[config.mk]
export PLATFORM = sky130hd
export DESIGN_NAME = two_rotor_letter_cipher_core
export DESIGN_NICKNAME = d
export VERILOG_FILES = /design/src/rtl/core/trlc_pkg.sv /design/src/rtl/core/two_rotor_letter_cipher_core.sv /design/src/rtl/core/trlc_front.sv /design/src/rtl/core/trlc_queue.sv /design/src/rtl/core/trlc_back.sv
export SDC_FILE = /design/constraint.sdc
export NUM_CORES = 1
export LEC_CHECK = 0
export ABC_CLOCK_PERIOD_IN_PS = 4300
export BUFFER_PORTS_ARGS = -buffer_cell sky130_fd_sc_hd__buf_2
export CAP_MARGIN = 20
export CORE_MARGIN = 2
export CORE_UTILIZATION = 50
export CTS_CLUSTER_DIAMETER = 150
export DETAILED_ROUTE_END_ITERATION = 6
export HOLD_SLACK_MARGIN = 0.06
export PLACE_DENSITY = 0.66
export SYNTH_ARGS = -nofsm -noshare
export SYNTH_HDL_FRONTEND = slang
export SYNTH_SLANG_ARGS = --single-unit
[constraint.sdc]
create_clock -name clk -period 4.3 [get_ports clk]
set_input_delay 0.86 -clock clk [delete_from_list [all_inputs] [get_ports clk]]
set_output_delay 0.86 -clock clk [all_outputs]
set_load 0.01 [all_outputs]
[src/rtl/core/trlc_pkg.sv]
package trlc_pkg;

    localparam int LETTER_W    = 5;
    localparam int CHAR_W      = 8;
    localparam int QUEUE_DEPTH = 4;
    localparam int QPTR_W      = $clog2(QUEUE_DEPTH);

    localparam logic [CHAR_W-1:0] CH_LOWER_A = 8'h61;
    localparam logic [CHAR_W-1:0] CH_UPPER_A = 8'h41;

    typedef enum logic [1:0] {
        OP_ENCODE = 2'd0,
        OP_DECODE = 2'd1,
        OP_LOAD   = 2'd2,
        OP_OFFSET = 2'd3
    } op_t;

    typedef enum logic [1:0] {
        KIND_ENCODE = 2'd0,
        KIND_DECODE = 2'd1,
        KIND_PASS   = 2'd2,
        KIND_LOAD   = 2'd3
    } kind_t;

    typedef struct packed {
        kind_t                 kind;
        logic [CHAR_W-1:0]     chr;
        logic                  upper;
        logic [LETTER_W-1:0]   addr;
        logic [LETTER_W-1:0]   pos_first;
        logic [LETTER_W-1:0]   pos_second;
        logic                  rotor_sel;
        logic [LETTER_W-1:0]   slot;
        logic [LETTER_W-1:0]   letter;
    } trlc_item_t;

    function automatic logic [LETTER_W-1:0] mod_add(
        input logic [LETTER_W-1:0] a,
        input logic [LETTER_W-1:0] b,
        input logic [LETTER_W:0]   n
    );
        logic [LETTER_W:0] s;
        s = {1'b0, a} + {1'b0, b};
        if (s >= n)
        begin
            s = s - n;
        end
        return s[LETTER_W-1:0];
    endfunction

    function automatic logic [LETTER_W-1:0] mod_sub(
        input logic [LETTER_W-1:0] a,
        input logic [LETTER_W-1:0] b,
        input logic [LETTER_W:0]   n
    );
        logic [LETTER_W:0] s;
        if (a >= b)
        begin
            s = {1'b0, a} - {1'b0, b};
        end
        else
        begin
            s = {1'b0, a} + n - {1'b0, b};
        end
        return s[LETTER_W-1:0];
    endfunction

endpackage

[src/rtl/core/two_rotor_letter_cipher_core.sv]
// Two-rotor letter substitution cipher, no reflector. Each request on the s_ side carries
// an op in s_tuser: encode or decode a character, load one rotor letter (writes the forward
// entry and its inverse), or set both rotor positions. Encode and decode requests each give
// exactly one character on the m_ side; loads and offset settings give none. Letters a.. and
// A.. within the alphabet keep their case and step the rotors like an odometer (first rotor
// fast); other characters pass through unchanged and do not step. Loads with a slot or letter
// outside the alphabet are dropped; offsets are reduced modulo the alphabet size. Rotor
// tables hold nothing after reset: load every entry before enciphering with it. One request
// is taken per cycle while the queue is not full; a character goes from a queue entry
// through both lookup stage registers to m_tdata. A four-entry queue separates request
// decode from the two lookup stages and takes requests while m_tready is low, until full.
module two_rotor_letter_cipher_core #(
    parameter int ALPHABET_SIZE = 26
) (
    input  logic        clk,
    input  logic        rst_n,
    input  logic        s_tvalid,
    output logic        s_tready,
    // char_in[7:0], rotor_sel[8], slot[13:9], letter[18:14],
    // offset_first[23:19], offset_second[28:24], zero[31:29]
    input  logic [31:0] s_tdata,
    // op[1:0]
    input  logic [1:0]  s_tuser,
    output logic        m_tvalid,
    input  logic        m_tready,
    // char_out[7:0]
    output logic [7:0]  m_tdata
);
    import trlc_pkg::*;

    logic       push;
    trlc_item_t push_item;
    logic       queue_full;
    logic       pop;
    logic       head_valid;
    trlc_item_t head;

    trlc_front #(
        .ALPHABET_SIZE(ALPHABET_SIZE)
    ) u_front (
        .clk        (clk),
        .rst_n      (rst_n),
        .s_tvalid   (s_tvalid),
        .s_tready   (s_tready),
        .s_tdata    (s_tdata),
        .s_tuser    (s_tuser),
        .queue_full (queue_full),
        .push       (push),
        .push_item  (push_item)
    );

    trlc_queue u_queue (
        .clk        (clk),
        .rst_n      (rst_n),
        .push       (push),
        .push_item  (push_item),
        .full       (queue_full),
        .pop        (pop),
        .head_valid (head_valid),
        .head       (head)
    );

    trlc_back #(
        .ALPHABET_SIZE(ALPHABET_SIZE)
    ) u_back (
        .clk        (clk),
        .rst_n      (rst_n),
        .head_valid (head_valid),
        .head       (head),
        .pop        (pop),
        .m_tvalid   (m_tvalid),
        .m_tready   (m_tready),
        .m_tdata    (m_tdata)
    );

endmodule

[src/rtl/core/trlc_front.sv]
module trlc_front #(
    parameter int ALPHABET_SIZE = 26
) (
    input  logic                 clk,
    input  logic                 rst_n,
    input  logic                 s_tvalid,
    output logic                 s_tready,
    input  logic [31:0]          s_tdata,
    input  logic [1:0]           s_tuser,
    input  logic                 queue_full,
    output logic                 push,
    output trlc_pkg::trlc_item_t push_item
);
    import trlc_pkg::*;

    localparam logic [LETTER_W:0]   N6   = (LETTER_W+1)'(ALPHABET_SIZE);
    localparam logic [CHAR_W:0]     N9   = (CHAR_W+1)'(ALPHABET_SIZE);
    localparam logic [LETTER_W-1:0] LAST = LETTER_W'(ALPHABET_SIZE - 1);

    function automatic logic [LETTER_W-1:0] reduce(input logic [LETTER_W-1:0] v);
        logic [LETTER_W-1:0] r;
        r = '0;
        for (int i = 0; i < (1 << LETTER_W); i++)
        begin
            if (v == LETTER_W'(i))
            begin
                r = LETTER_W'(i % ALPHABET_SIZE);
            end
        end
        return r;
    endfunction

    logic [LETTER_W-1:0] pos_first_reg, pos_first_next;
    logic [LETTER_W-1:0] pos_second_reg, pos_second_next;

    op_t                 op;
    logic [CHAR_W-1:0]   ch;
    logic [CHAR_W:0]     lower_d;
    logic [CHAR_W:0]     upper_d;
    logic                is_lower;
    logic                is_upper;
    logic [LETTER_W-1:0] idx;
    logic                accept;
    logic                load_ok;

    assign op       = op_t'(s_tuser);
    assign ch       = s_tdata[7:0];
    assign s_tready = !queue_full;
    assign accept   = s_tvalid && s_tready;

    assign lower_d  = {1'b0, ch} - {1'b0, CH_LOWER_A};
    assign upper_d  = {1'b0, ch} - {1'b0, CH_UPPER_A};
    assign is_lower = (ch >= CH_LOWER_A) && (lower_d < N9);
    assign is_upper = !is_lower && (ch >= CH_UPPER_A) && (upper_d < N9);
    assign idx      = is_lower ? lower_d[LETTER_W-1:0] : upper_d[LETTER_W-1:0];
    assign load_ok  = ({1'b0, s_tdata[13:9]} < N6) && ({1'b0, s_tdata[18:14]} < N6);

    always_comb
    begin
        push_item.kind       = KIND_PASS;
        push_item.chr        = ch;
        push_item.upper      = is_upper;
        push_item.addr       = '0;
        push_item.pos_first  = pos_first_reg;
        push_item.pos_second = pos_second_reg;
        push_item.rotor_sel  = s_tdata[8];
        push_item.slot       = s_tdata[13:9];
        push_item.letter     = s_tdata[18:14];
        push                 = 1'b0;
        pos_first_next       = pos_first_reg;
        pos_second_next      = pos_second_reg;

        case (op)
            OP_ENCODE, OP_DECODE:
            begin
                push = accept;
                if (is_lower || is_upper)
                begin
                    if (op == OP_ENCODE)
                    begin
                        push_item.kind = KIND_ENCODE;
                        push_item.addr = mod_add(idx, pos_first_reg, N6);
                    end
                    else
                    begin
                        push_item.kind = KIND_DECODE;
                        push_item.addr = idx;
                    end
                    if (accept)
                    begin
                        // advance like an odometer
                        pos_first_next = (pos_first_reg == LAST) ? '0 : pos_first_reg + 1'b1;
                        if (pos_first_reg == LAST)
                        begin
                            pos_second_next = (pos_second_reg == LAST) ? '0
                                                                       : pos_second_reg + 1'b1;
                        end
                    end
                end
            end
            OP_LOAD:
            begin
                push_item.kind = KIND_LOAD;
                push           = accept && load_ok;
            end
            OP_OFFSET:
            begin
                if (accept)
                begin
                    pos_first_next  = reduce(s_tdata[23:19]);
                    pos_second_next = reduce(s_tdata[28:24]);
                end
            end
            default:
            begin
                push = 1'b0;
            end
        endcase
    end

    always_ff @(posedge clk or negedge rst_n)
    begin
        if (!rst_n)
        begin
            pos_first_reg  <= '0;
            pos_second_reg <= '0;
        end
        else
        begin
            pos_first_reg  <= pos_first_next;
            pos_second_reg <= pos_second_next;
        end
    end

endmodule

[src/rtl/core/trlc_queue.sv]
module trlc_queue (
    input  logic                 clk,
    input  logic                 rst_n,
    input  logic                 push,
    input  trlc_pkg::trlc_item_t push_item,
    output logic                 full,
    input  logic                 pop,
    output logic                 head_valid,
    output trlc_pkg::trlc_item_t head
);
    import trlc_pkg::*;

    trlc_item_t           entry_reg [QUEUE_DEPTH];
    logic [QPTR_W-1:0]    wr_ptr_reg;
    logic [QPTR_W-1:0]    rd_ptr_reg;
    logic [QPTR_W:0]      count_reg, count_next;

    assign full       = (count_reg == (QPTR_W+1)'(QUEUE_DEPTH));
    assign head_valid = (count_reg != '0);
    assign head       = entry_reg[rd_ptr_reg];

    always_comb
    begin
        count_next = count_reg;
        if (push && !pop)
        begin
            count_next = count_reg + 1'b1;
        end
        else if (pop && !push)
        begin
            count_next = count_reg - 1'b1;
        end
    end

    always_ff @(posedge clk or negedge rst_n)
    begin
        if (!rst_n)
        begin
            wr_ptr_reg <= '0;
            rd_ptr_reg <= '0;
            count_reg  <= '0;
        end
        else
        begin
            if (push)
            begin
                wr_ptr_reg <= wr_ptr_reg + 1'b1;
            end
            if (pop)
            begin
                rd_ptr_reg <= rd_ptr_reg + 1'b1;
            end
            count_reg <= count_next;
        end
    end

    always_ff @(posedge clk)
    begin
        if (push)
        begin
            entry_reg[wr_ptr_reg] <= push_item;
        end
    end

endmodule

[src/rtl/core/trlc_back.sv]
module trlc_back #(
    parameter int ALPHABET_SIZE = 26
) (
    input  logic                 clk,
    input  logic                 rst_n,
    input  logic                 head_valid,
    input  trlc_pkg::trlc_item_t head,
    output logic                 pop,
    output logic                 m_tvalid,
    input  logic                 m_tready,
    output logic [7:0]           m_tdata
);
    import trlc_pkg::*;

    localparam int              IW = $clog2(ALPHABET_SIZE);
    localparam logic [LETTER_W:0] N6 = (LETTER_W+1)'(ALPHABET_SIZE);

    logic [LETTER_W-1:0] fwd0_reg [ALPHABET_SIZE];
    logic [LETTER_W-1:0] fwd1_reg [ALPHABET_SIZE];
    logic [LETTER_W-1:0] inv0_reg [ALPHABET_SIZE];
    logic [LETTER_W-1:0] inv1_reg [ALPHABET_SIZE];

    logic                s2_valid_reg;
    trlc_item_t          s2_reg;
    logic [LETTER_W-1:0] rd1_reg;

    logic                s3_valid_reg;
    kind_t               s3_kind_reg;
    logic                s3_upper_reg;
    logic [CHAR_W-1:0]   s3_chr_reg;
    logic [LETTER_W-1:0] s3_pos_first_reg;
    logic [LETTER_W-1:0] rd2_reg;

    logic                en;
    logic                s2_go;
    logic [LETTER_W-1:0] addr2;
    logic [CHAR_W-1:0]   base;

    assign en       = !s3_valid_reg || m_tready;
    assign pop      = en && head_valid;
    assign s2_go    = en && s2_valid_reg;
    assign m_tvalid = s3_valid_reg;

    assign addr2 = (s2_reg.kind == KIND_DECODE) ? mod_sub(rd1_reg, s2_reg.pos_second, N6)
                                                : mod_add(rd1_reg, s2_reg.pos_second, N6);

    always_ff @(posedge clk or negedge rst_n)
    begin
        if (!rst_n)
        begin
            s2_valid_reg <= 1'b0;
            s3_valid_reg <= 1'b0;
        end
        else if (en)
        begin
            s2_valid_reg <= head_valid;
            s3_valid_reg <= s2_valid_reg && (s2_reg.kind != KIND_LOAD);
        end
    end

    // first lookup: forward table of the first rotor, inverse table of the second
    always_ff @(posedge clk)
    begin
        if (pop)
        begin
            s2_reg  <= head;
            rd1_reg <= (head.kind == KIND_DECODE) ? inv1_reg[head.addr[IW-1:0]]
                                                  : fwd0_reg[head.addr[IW-1:0]];
            if (head.kind == KIND_LOAD)
            begin
                if (!head.rotor_sel)
                begin
                    fwd0_reg[head.slot[IW-1:0]] <= head.letter;
                end
                else
                begin
                    inv1_reg[head.letter[IW-1:0]] <= head.slot;
                end
            end
        end
    end

    // second lookup: forward table of the second rotor, inverse table of the first
    always_ff @(posedge clk)
    begin
        if (s2_go)
        begin
            s3_kind_reg      <= s2_reg.kind;
            s3_upper_reg     <= s2_reg.upper;
            s3_chr_reg       <= s2_reg.chr;
            s3_pos_first_reg <= s2_reg.pos_first;
            rd2_reg          <= (s2_reg.kind == KIND_DECODE) ? inv0_reg[addr2[IW-1:0]]
                                                             : fwd1_reg[addr2[IW-1:0]];
            if (s2_reg.kind == KIND_LOAD)
            begin
                if (s2_reg.rotor_sel)
                begin
                    fwd1_reg[s2_reg.slot[IW-1:0]] <= s2_reg.letter;
                end
                else
                begin
                    inv0_reg[s2_reg.letter[IW-1:0]] <= s2_reg.slot;
                end
            end
        end
    end

    assign base = s3_upper_reg ? CH_UPPER_A : CH_LOWER_A;

    always_comb
    begin
        case (s3_kind_reg)
            KIND_ENCODE:
            begin
                m_tdata = base + {3'b000, rd2_reg};
            end
            KIND_DECODE:
            begin
                m_tdata = base + {3'b000, mod_sub(rd2_reg, s3_pos_first_reg, N6)};
            end
            default:
            begin
                m_tdata = s3_chr_reg;
            end
        endcase
    end

endmodule

# [Word-level counts from Yosys, hierarchy flattened]
# Memories as Yosys holds them, arrays and structs flattened.
# Index checks and enable logic that the tools add are counted.
[word_totals] ff_bits=77 ram_bits=668 in_bits=38 n_memories=5
[memory_table] name="u_queue.entry_reg" words=4 width=37 read_ports=1 rd_ports_with_merged_regs=0 write_ports=1 line_no="trlc_queue.sv:13" text="trlc_item_t entry_reg [QUEUE_DEPTH];"
[memory_table] name="u_back.fwd0_reg" words=26 width=5 read_ports=1 rd_ports_with_merged_regs=0 write_ports=1 line_no="trlc_back.sv:18" text="logic [LETTER_W-1:0] fwd0_reg [ALPHABET_SIZE];"
[memory_table] name="u_back.fwd1_reg" words=26 width=5 read_ports=1 rd_ports_with_merged_regs=0 write_ports=1 line_no="trlc_back.sv:19" text="logic [LETTER_W-1:0] fwd1_reg [ALPHABET_SIZE];"
[memory_table] name="u_back.inv0_reg" words=26 width=5 read_ports=1 rd_ports_with_merged_regs=0 write_ports=1 line_no="trlc_back.sv:20" text="logic [LETTER_W-1:0] inv0_reg [ALPHABET_SIZE];"
[memory_table] name="u_back.inv1_reg" words=26 width=5 read_ports=1 rd_ports_with_merged_regs=0 write_ports=1 line_no="trlc_back.sv:21" text="logic [LETTER_W-1:0] inv1_reg [ALPHABET_SIZE];"
[op_classes] addsub=20 n_lt_le_gt_ge=10 eq_ne=78 mux=111 n_reduce_logical=26
[op_table] op="5-bit 2-to-1 mux" count=53
[op_table] op="5-bit == test (second input constant)" count=34
[op_table] op="5-bit by 4-bit == test with 1-bit output (second input constant)" count=16
[op_table] op="4-bit 2-to-1 mux" count=16
[op_table] op="5-bit by 3-bit == test with 1-bit output (second input constant)" count=8
[op_table] op="3-bit 2-to-1 mux" count=10
[op_table] op="1-bit 2-to-1 mux" count=21
[op_table] op="5-bit by 2-bit == test with 1-bit output (second input constant)" count=4
[op_table] op="5-bit one-hot mux with 2 select lines" count=2
[op_table] op="5-bit subtractor" count=4
[op_table] op="9-bit by 5-bit less-than comparator with 1-bit output (second input constant)" count=2
[op_table] op="8-bit by 7-bit subtractor with 9-bit output (second input constant)" count=2
[op_table] op="8-bit by 5-bit adder with 8-bit output" count=2
[op_table] op="8-bit by 7-bit >= comparator with 1-bit output (second input constant)" count=2
[op_table] op="8-bit one-hot mux with 2 select lines" count=1
[op_table] op="5-bit by 5-bit adder with 6-bit output" count=2
[op_table] op="6-bit by 5-bit >= comparator with 1-bit output (second input constant)" count=2
[op_table] op="1-bit logical AND" count=11
[op_table] op="5-bit by 1-bit adder with 5-bit output (second input constant)" count=2
[op_table] op="5-bit adder (second input constant)" count=2
[op_table] op="5-bit by 1-bit == test with 1-bit output (second input constant)" count=2
[op_table] op="5-bit >= comparator" count=2
[op_table] op="5-bit less-than comparator (second input constant)" count=2
[op_table] op="2-bit 2-to-1 mux" count=5
[op_table] op="other kinds (20)" count=38

# [Longest topological paths before layout]
# Gate-level depths: netlist (run 1).
[logic_depth] ltp_word=34 mapped_depth=17 ltp_nobuf=15

# [Cells and area by module]
# Synthesis (run 1) repeated with hierarchy kept, for this count alone.
[unflattened] hier_cells=1759 hier_area_um2=31381.3
[by_module_without_submodules] mod="trlc_back" n_inst=1 cells_each=1331 area_each_um2=24121.9 seq_area_each_um2=17406.7
[by_module_without_submodules] mod="trlc_queue" n_inst=1 cells_each=227 area_each_um2=5725.5 seq_area_each_um2=4619.4
[by_module_without_submodules] mod="trlc_front" n_inst=1 cells_each=201 area_each_um2=1534.0 seq_area_each_um2=250.2

# [Least setup slack after synthesis (run 1)]
# No wires, ideal clock.
[synth_path] path_kind="register to register" startpoint="register u_back.rd1_reg[0]" endpoint="register u_back.rd2_reg[2] (data pin)" setup_ns=0.262 arrival_ns=3.301 required_time_ns=4.038 setup_slack_ns=0.737 stages_incl_launch_ff=15 path_buffers=2 cell_sequence="edfxtp_1 -> ha_1 -> fa_1 -> xor2_1 -> a2111oi_4 -> a21oi_4 -> xnor2_2 -> o21ai_4 -> buf_12 -> buf_12 -> mux4_2 -> a22oi_2 -> nand2_1 -> nand3_1 -> a31oi_1"
[synth_via] elab_chain_len=6 word_cells_on_any_way=13 classes_between="add/sub (5); order compare (2); mux (4); memory (2)"
[synth_lines] element="start, declared" line_no="trlc_back.sv:25" text="logic [LETTER_W-1:0] rd1_reg;"
[synth_lines] element="start signal, assigned" line_no="trlc_back.sv:67" text="rd1_reg <= (head.kind == KIND_DECODE) ? inv1_reg[head.addr[IW-1:0]]"
[synth_lines] element="5-bit by 5-bit adder with 6-bit output or 5-bit adder (tied branches)" line_no="trlc_pkg.sv:43, trlc_pkg.sv:63"
[synth_lines] element="5-bit subtractor (tied with other cells)" line_no="trlc_pkg.sv:46" text="s = s - n;"
[synth_lines] element="5-bit 2-to-1 mux, on equally long branches" line_no="trlc_pkg.sv:44, trlc_pkg.sv:57"
[synth_lines] element="5-bit 2-to-1 mux *" line_no="trlc_back.sv:44" text="assign addr2 = (s2_reg.kind == KIND_DECODE) ? mod_sub(rd1_reg, s2_reg.pos_second, N6)"
[synth_lines] element="memory read 26 x 5 bit, on equally long branches"
[synth_lines] element="5-bit 2-to-1 mux *" line_no="trlc_back.sv:92" text="rd2_reg <= (s2_reg.kind == KIND_DECODE) ? inv0_reg[addr2[IW-1:0]]"
[synth_lines] element="end signal, assigned" line_no="trlc_back.sv:92"
[synth_lines] element="end, declared" line_no="trlc_back.sv:32" text="logic [LETTER_W-1:0] rd2_reg;"
# Mark *: on every way between the ends. The rest lies on a longest branch, timed or not.
# A chain may end at the register's enable or synchronous reset.

# [Final worst setup path (run 1)]
[layout_path] startpoint="register u_back.rd2_reg[0]" endpoint="output m_tdata[4]"
[layout_via] elab_chain_len=6 word_cells_on_any_way=9 classes_between="add/sub (5); order compare (1); mux (3)"
[layout_lines] element="5-bit adder" line_no="trlc_pkg.sv:63" text="s = {1'b0, a} + n - {1'b0, b};"
[layout_lines] element="5-bit subtractor" line_no="trlc_pkg.sv:63"
[layout_lines] element="5-bit 2-to-1 mux" line_no="trlc_pkg.sv:57" text="if (a >= b)"
[layout_lines] element="5-bit 2-to-1 mux" line_no="trlc_back.sv:112" text="case (s3_kind_reg)"
[layout_lines] element="8-bit by 5-bit adder with 8-bit output" line_no="trlc_back.sv:119" text="m_tdata = base + {3'b000, mod_sub(rd2_reg, s3_pos_first_reg, N6)};"
[layout_lines] element="8-bit one-hot mux with 2 select lines *" line_no="trlc_back.sv:112"
[layout_lines] element="end, declared" line_no="two_rotor_letter_cipher_core.sv:27" text="output logic [7:0] m_tdata"
# Mark *: on every way between the ends. The rest lies on a longest branch, timed or not. The select of a mux whose other input is x is not followed.

==> impl_metrics.env, run 1 <==
export IMPL_status="finished, final reports clean"
export IMPL_synth_edff_count=726
export IMPL_drt_iter0_markers=1290
export IMPL_nNetsFinal=1872
export IMPL_skew_ns=0.02308
export IMPL_holdCritPathClass="in -> async"
export IMPL_cap_violations=0
export IMPL_grt_pass1_vias=16090
export IMPL_wl_mm=61.59
export IMPL_io_pins=48
export IMPL_reg2reg_setup_slack_ns=0.20
export IMPL_worst_setup_path_end_kind="output port"
export IMPL_synth_cell_types=64
export IMPL_cts_root_buf="clkbuf_16"
export IMPL_synth_nets=1757
export IMPL_r2r_start="u_back.rd1_reg[0]"
export IMPL_firstDrtPassIters=5
export IMPL_tightestPinTransition_ns=1.013
export IMPL_fmax_mhz=239.2
export IMPL_synth_area_um2=30830
export IMPL_die_area_um2=63660
export IMPL_min_period_over_period_pct=97.23
export IMPL_yosys_top_cells_area="edfxtp_1 71%, mux4_2 11%, nor2_1 1.8%"
export IMPL_fill_cells=4512
export IMPL_grt_use_total_pct=19.79
export IMPL_worstPathArrival_ns=3.32
export IMPL_largest_reg_flops=148
export IMPL_area_growth_syn_to_layout_pct=12.70
export IMPL_grtUsageMet1_pct=26.54
export IMPL_critPathMaxFanout=5
export IMPL_cts_inserted_buffers=75
export IMPL_period_needed_ns=4.181
export IMPL_crit_end="m_tdata[4]"
export IMPL_drcViolationCount=0
export IMPL_antenna_found_initial=1
export IMPL_grt_use_met3_pct=3.790
export IMPL_synth_top_area_share_pct=70.72
export IMPL_synth_top_area_cell="edfxtp_1"
export IMPL_synth_commonest_cells="726 x edfxtp_1, 148 x mux4_2, 144 x nor2_1"
export IMPL_grt_busiest_layer="met2"
export IMPL_required_ns=3.44
export IMPL_setup_violations=0
export IMPL_fp_dieW_um=252.3
export IMPL_fp_dieH_um=252.3
export IMPL_h_tree_depth=3
export IMPL_ctsHoldBuffers=0
export IMPL_clkTransAtPathRegs_ns=0.06
export IMPL_hold_viol=0
export IMPL_place_congestion=0.8264
export IMPL_grt_pass1_wl_mm=94.57
export IMPL_synthArstFlopShare_pct=2.550
export IMPL_antenna_cells=0
export IMPL_synth_seq_cells=745
export IMPL_critPathLaunch="u_back.rd2_reg[0]"
export IMPL_via_count=15380
export IMPL_synth_yosys_seq_area_share_pct=72.26
export IMPL_cp_slowest_cell="edfxtp_1"
export IMPL_rr_worst_depth=14
export IMPL_whs_ns=0.2119
export IMPL_grt_overflow_total=0
export IMPL_ant_nets=0
export IMPL_report_final_slew_viol_count=0
export IMPL_port_buffers=44
export IMPL_viasPerCell=5.852
export IMPL_netlist_instances=1667
export IMPL_row_count=91
export IMPL_synth_main_ff_cell="edfxtp_1"
export IMPL_crit_type="reg -> out"
export IMPL_postSynthAreaPerCell_um2=18.49
export IMPL_drive_gt1_share_pct=21.87
export IMPL_timing_rr_end="u_back.rd2_reg[3]"
export IMPL_dp_cells=2478
export IMPL_routedWlPerCell_um=23.44
export IMPL_yosys_warnings=0
export IMPL_slew_headroom_pct=32.46
export IMPL_multi_input_area_um2=8154
export IMPL_start_util_pct=50.23
export IMPL_instances_no_fill=2628
export IMPL_core_um2=61370
export IMPL_crit_path_cell_trace="inv_2, ha_4, nand2b_4, a21o_1, a21oi_2, o21bai_1, a21o_1, mux2_2, mux2i_4, nand2b_4, nor2b_1, xnor2_1, o21ai_1, buf_2"
export IMPL_yosysMostFrequentCell="edfxtp_1"
export IMPL_start_kind="register"
export IMPL_clockBufferDepth=3
export IMPL_cts_tree="yes"
export IMPL_cpPeakStageDelay_ns=0.44
export IMPL_rsz0062_at_grt="true"
export IMPL_dp_hpwl_mm=38.70
export IMPL_cts_sinks=745
export IMPL_regArea_um2=22280
export IMPL_grt_max_degree=71
export IMPL_clk_latency_ns=0.61
export IMPL_grt_use_met2_pct=33.69
[layer usage]
layer,up-vias,share of wire [%]
met1,7967,42
met3,89,5.7
met5,-,0.021
met4,2,1.7
met2,436,51
li1,6886,-
[critical path, delay by kind of cell (launching register included)]
kind | cells | cell delay (ns)
flops | 1 | 0.44
simple gates | 3 | 0.33
mux | 2 | 0.58
fa+ha+maj | 1 | 0.27
compound gates | 5 | 0.65
buf+inv | 2 | 0.24
xor+xnor | 1 | 0.18
[worst min path at each step]
| stage | end | startpoint | slack [ns] | cells past startpoint |
|---|---|---|---|---|
| 4_1_cts | u_queue.wr_ptr_reg[1] | rst_n | 0.18 | 1 |
| 6_report | u_front.pos_second_reg[4] | rst_n | 0.21 | 1 |
| 5_1_grt | u_front.pos_first_reg[3] | rst_n | 0.21 | 1 |
| 3_3_place_gp | u_back.s3_pos_first_reg[3] | u_back.s2_reg[19] | 0.40 | 0 |
| 3_5_place_dp | u_back.s3_chr_reg[7] | u_back.s2_reg[34] | 0.40 | 0 |
| 2_1_floorplan | u_back.s3_chr_reg[0] | u_back.s2_reg[27] | 0.40 | 0 |
[cells in the final DEF (no fill, tap or decap), drive strengths merged, types with 3 or more instances in the layout]
cell	n
a211oi	14
fa	9
nor2b	31
xor2	14
nor2	144
mux2	11
a21oi	39
nand4b	6
clkinv	32
o211a	3
a31oi	18
clkbuf	95
or3	5
o211ai	8
a211o	6
xnor2	19
dfrtp	19
ha	43
or2	3
a22oi	10
nand2	79
a21o	5
o21ai	46
nor3	8
bufinv	3
mux2i	28
and3	8
inv	50
o21bai	6
mux4	167
nor3b	6
buf	98
nand3b	6
nand3	25
edfxtp	726
and2	7
nand2b	20
[kinds of logic (layout without fill, tap and decap cells)]
| logic type | after synthesis | after routing | synth area share [%] |
|---|---|---|---|
| compound gates | 170 | 170 | 3.673 |
| xor+xnor | 33 | 33 | 0.9619 |
| fa+ha+maj | 52 | 52 | 2.330 |
| buf+inv | 109 | 280 | 1.684 |
| flops | 745 | 745 | 72.26 |
| mux | 206 | 206 | 13.74 |
| simple gates | 352 | 352 | 5.349 |
[through the flow]
| stage | TNS (ns) | setup slack [ns] | cell area, um2 | util [%] |
|---|---|---|---|---|
| after floorplan | 0 | 0.7372 | 30830 | - |
| after global placement | 0 | 0.2400 | 32090 | 52.28 |
| after detailed placement | 0 | 0.1751 | 32090 | 52.28 |
| after CTS | 0 | 0.0005458 | 34460 | 56.16 |
| after global routing | -0.04174 | -0.02138 | 34740 | 56.61 |
| final | 0 | 0.1193 | 34740 | 56.61 |
[layout make-up]
class | instances | area share, %
tap | 790 | 2.845
multi-input combinational | 813 | 23.47
clock buffer | 94 | 5.791
inverter | 48 | 0.5186
clock inverter | 39 | 0.8931
sequential | 745 | 64.12
timing repair buffer | 99 | 2.362
[repair_timing]
action	CTS	global route
resized for setup	12	13
cloned	0	1
pin swaps	4	13
setup buffers	2	8
endpoints found under the setup margin	5	10
Power of run 1 is not shown: default switching activity piles up to over one toggle a cycle in this logic, so the estimate is an artifact.
==> inputs of run 2 (changes only) <==
CTS_CLUSTER_SIZE = 12   (was unset)
PLACE_DENSITY = 0.76   (was 0.66)
==> impl_metrics.env, run 2 (same netlist as run 1, synthesis figures left out) <==
export IMPL_status="finished, final reports clean"
export IMPL_critPathLaunch="u_back.rd2_reg[0]"
export IMPL_core_um2=61370
export IMPL_period_needed_ns=4.232
export IMPL_holdCritPathClass="in -> async"
export IMPL_place_congestion=0.8603
export IMPL_cpPeakStageDelay_ns=0.47
export IMPL_mostFrequentLayoutCells="726 x edfxtp_1, 147 x mux4_2, 144 x nor2_1"
export IMPL_worst_path_buf_inv=2
export IMPL_clk_latency_ns=0.61
export IMPL_die_area_um2=63660
export IMPL_row_count=91
export IMPL_critPathMaxFanout=5
export IMPL_grt_use_met2_pct=32.64
export IMPL_port_buffers=44
export IMPL_clkTransAtPathRegs_ns=0.06
export IMPL_fp_dieW_um=252.3
export IMPL_grt_overflow_total=0
export IMPL_r2r_start="u_back.rd1_reg[0]"
export IMPL_cts_root_buf="clkbuf_16"
export IMPL_grt_busiest_layer="met2"
export IMPL_required_ns=3.44
export IMPL_grt_max_degree=71
export IMPL_grt_use_total_pct=19.23
export IMPL_fin_area_um2=34250
export IMPL_firstDrtPassIters=5
export IMPL_routedWlPerCell_um=23.62
export IMPL_grtUsageMet1_pct=25.64
export IMPL_cts_tree="yes"
export IMPL_min_period_over_period_pct=98.42
export IMPL_grt_pass1_vias=16000
export IMPL_via_count=15480
export IMPL_io_pins=48
export IMPL_instances_no_fill=2581
export IMPL_crit_family="compound AO/OA/AOI/OAI gates"
export IMPL_cp_slowest_cell="edfxtp_1"
export IMPL_worstPathArrival_ns=3.37
export IMPL_cap_violations=0
export IMPL_fmax_mhz=236.3
export IMPL_tightestPinTransition_ns=1.099
export IMPL_final_util_pct=55.81
export IMPL_cp_depth=14
export IMPL_ant_nets=0
export IMPL_slew_headroom_pct=26.76
export IMPL_start_util_pct=50.23
export IMPL_placed_cell_area_um2=32040
export IMPL_setup_violations=0
export IMPL_antenna_cells=0
export IMPL_setup_tns_ns=0
export IMPL_ctsHoldBuffers=0
export IMPL_skew_ns=0.02358
export IMPL_crit_end="m_tdata[5]"
export IMPL_drive_gt1_share_pct=20.66
export IMPL_drt_iter0_markers=1711
export IMPL_start_kind="register"
export IMPL_largest_reg_flops=148
export IMPL_reg2reg_setup_slack_ns=0.23
export IMPL_wl_mm=60.97
export IMPL_drcViolationCount=0
export IMPL_fill_cells=4408
export IMPL_antenna_found_initial=2
export IMPL_grt_use_met3_pct=3.275
export IMPL_fp_dieH_um=252.3
export IMPL_final_common_cell="edfxtp_1"
export IMPL_dp_cells=2479
export IMPL_timing_rr_end="u_back.rd2_reg[3]"
export IMPL_dp_hpwl_mm=37.66
export IMPL_crit_type="reg -> out"
export IMPL_hold_viol=0
export IMPL_report_final_slew_viol_count=0
export IMPL_crit_path_cell_trace="inv_1, ha_2, nand2b_1, a21o_1, a21oi_2, o21bai_1, a21o_1, xnor2_1, o21ai_1, nor3b_4, nand3_2, xnor2_2, o21ai_1, buf_2"
export IMPL_viasPerCell=5.997
export IMPL_grt_pass1_wl_mm=93.18
export IMPL_rr_worst_depth=13
export IMPL_nNetsFinal=1861
export IMPL_h_tree_depth=3
export IMPL_cts_inserted_buffers=72
export IMPL_worst_setup_path_end_kind="output port"
export IMPL_cts_sinks=745
export IMPL_area_growth_syn_to_layout_pct=11.10
export IMPL_clockBufferDepth=3
## run 2: changes by cell type in the layout (fill, tap and decap cells not counted), sizes merged
| cell | change |
|---|---|
| buf | -8 |
| bufinv | -3 |
| clkbuf | -7 |
| clkinv | -30 |
| clkinvlp | -2 |
| inv | +3 |
## run 2: worst min-delay path by stage
stage	end	cells after the start	slack [ns]	start
after floorplan	u_back.s3_chr_reg[0]	0	0.40	u_back.s2_reg[27]
after global placement	u_back.s3_pos_first_reg[1]	0	0.40	u_back.s2_reg[17]
after detailed placement	u_back.s3_chr_reg[1]	0	0.41	u_back.s2_reg[28]
after CTS	u_queue.rd_ptr_reg[1]	1	0.19	rst_n
after global routing	u_queue.rd_ptr_reg[1]	1	0.22	rst_n
final	u_front.pos_second_reg[0]	1	0.20	rst_n
## run 2: area by class of cell
class | count | area, um2 | share of cell area (%)
sequential | 745 | 22280 | 65.04
multi-input combinational | 813 | 8148 | 23.79
clock buffer | 87 | 1901 | 5.549
tap | 790 | 988.4 | 2.886
timing repair buffer | 91 | 668.1 | 1.951
inverter | 48 | 180.2 | 0.5260
clock inverter | 7 | 87.58 | 0.2557
## run 2: worst register-to-register path, delay by kind of cell, from the launching register on
family / cells / cell delay, ns
xor+xnor: 1 / 0.18
mux: 1 / 0.60
fa+ha+maj: 2 / 0.83
simple gates: 1 / 0.17
compound gates: 5 / 1.02
buf+inv: 3 / 0.61
flops: 1 / 0.39
## run 2: through the flow
| step | worst slack [ns] | hold WS [ns] |
|---|---|---|
| 2_1_floorplan | 0.7372 | 0.4003 |
| 3_3_place_gp | 0.2047 | 0.4017 |
| 3_5_place_dp | 0.1939 | 0.4054 |
| 4_1_cts | 0.0007823 | 0.1891 |
| 5_1_grt | -0.04768 | 0.2176 |
| 6_report | 0.06794 | 0.1965 |
## run 2: repair_timing
action                     in CTS  in global routing
pin swaps                       0                 11
gates cloned                    0                  1
resized for setup               4                 22
setup endpoints to repair       5                 10
setup buffers                   1                  5
## run 2: layer usage
metal	part of all wire, %	up-vias	wire, um
met2	50	605	30720
met3	6.7	118	4062
met5	0.021	-	13
li1	-	6823	-
met1	41	7929	24730
met4	2.4	2	1446
Power of run 2 is left out for the same reason.
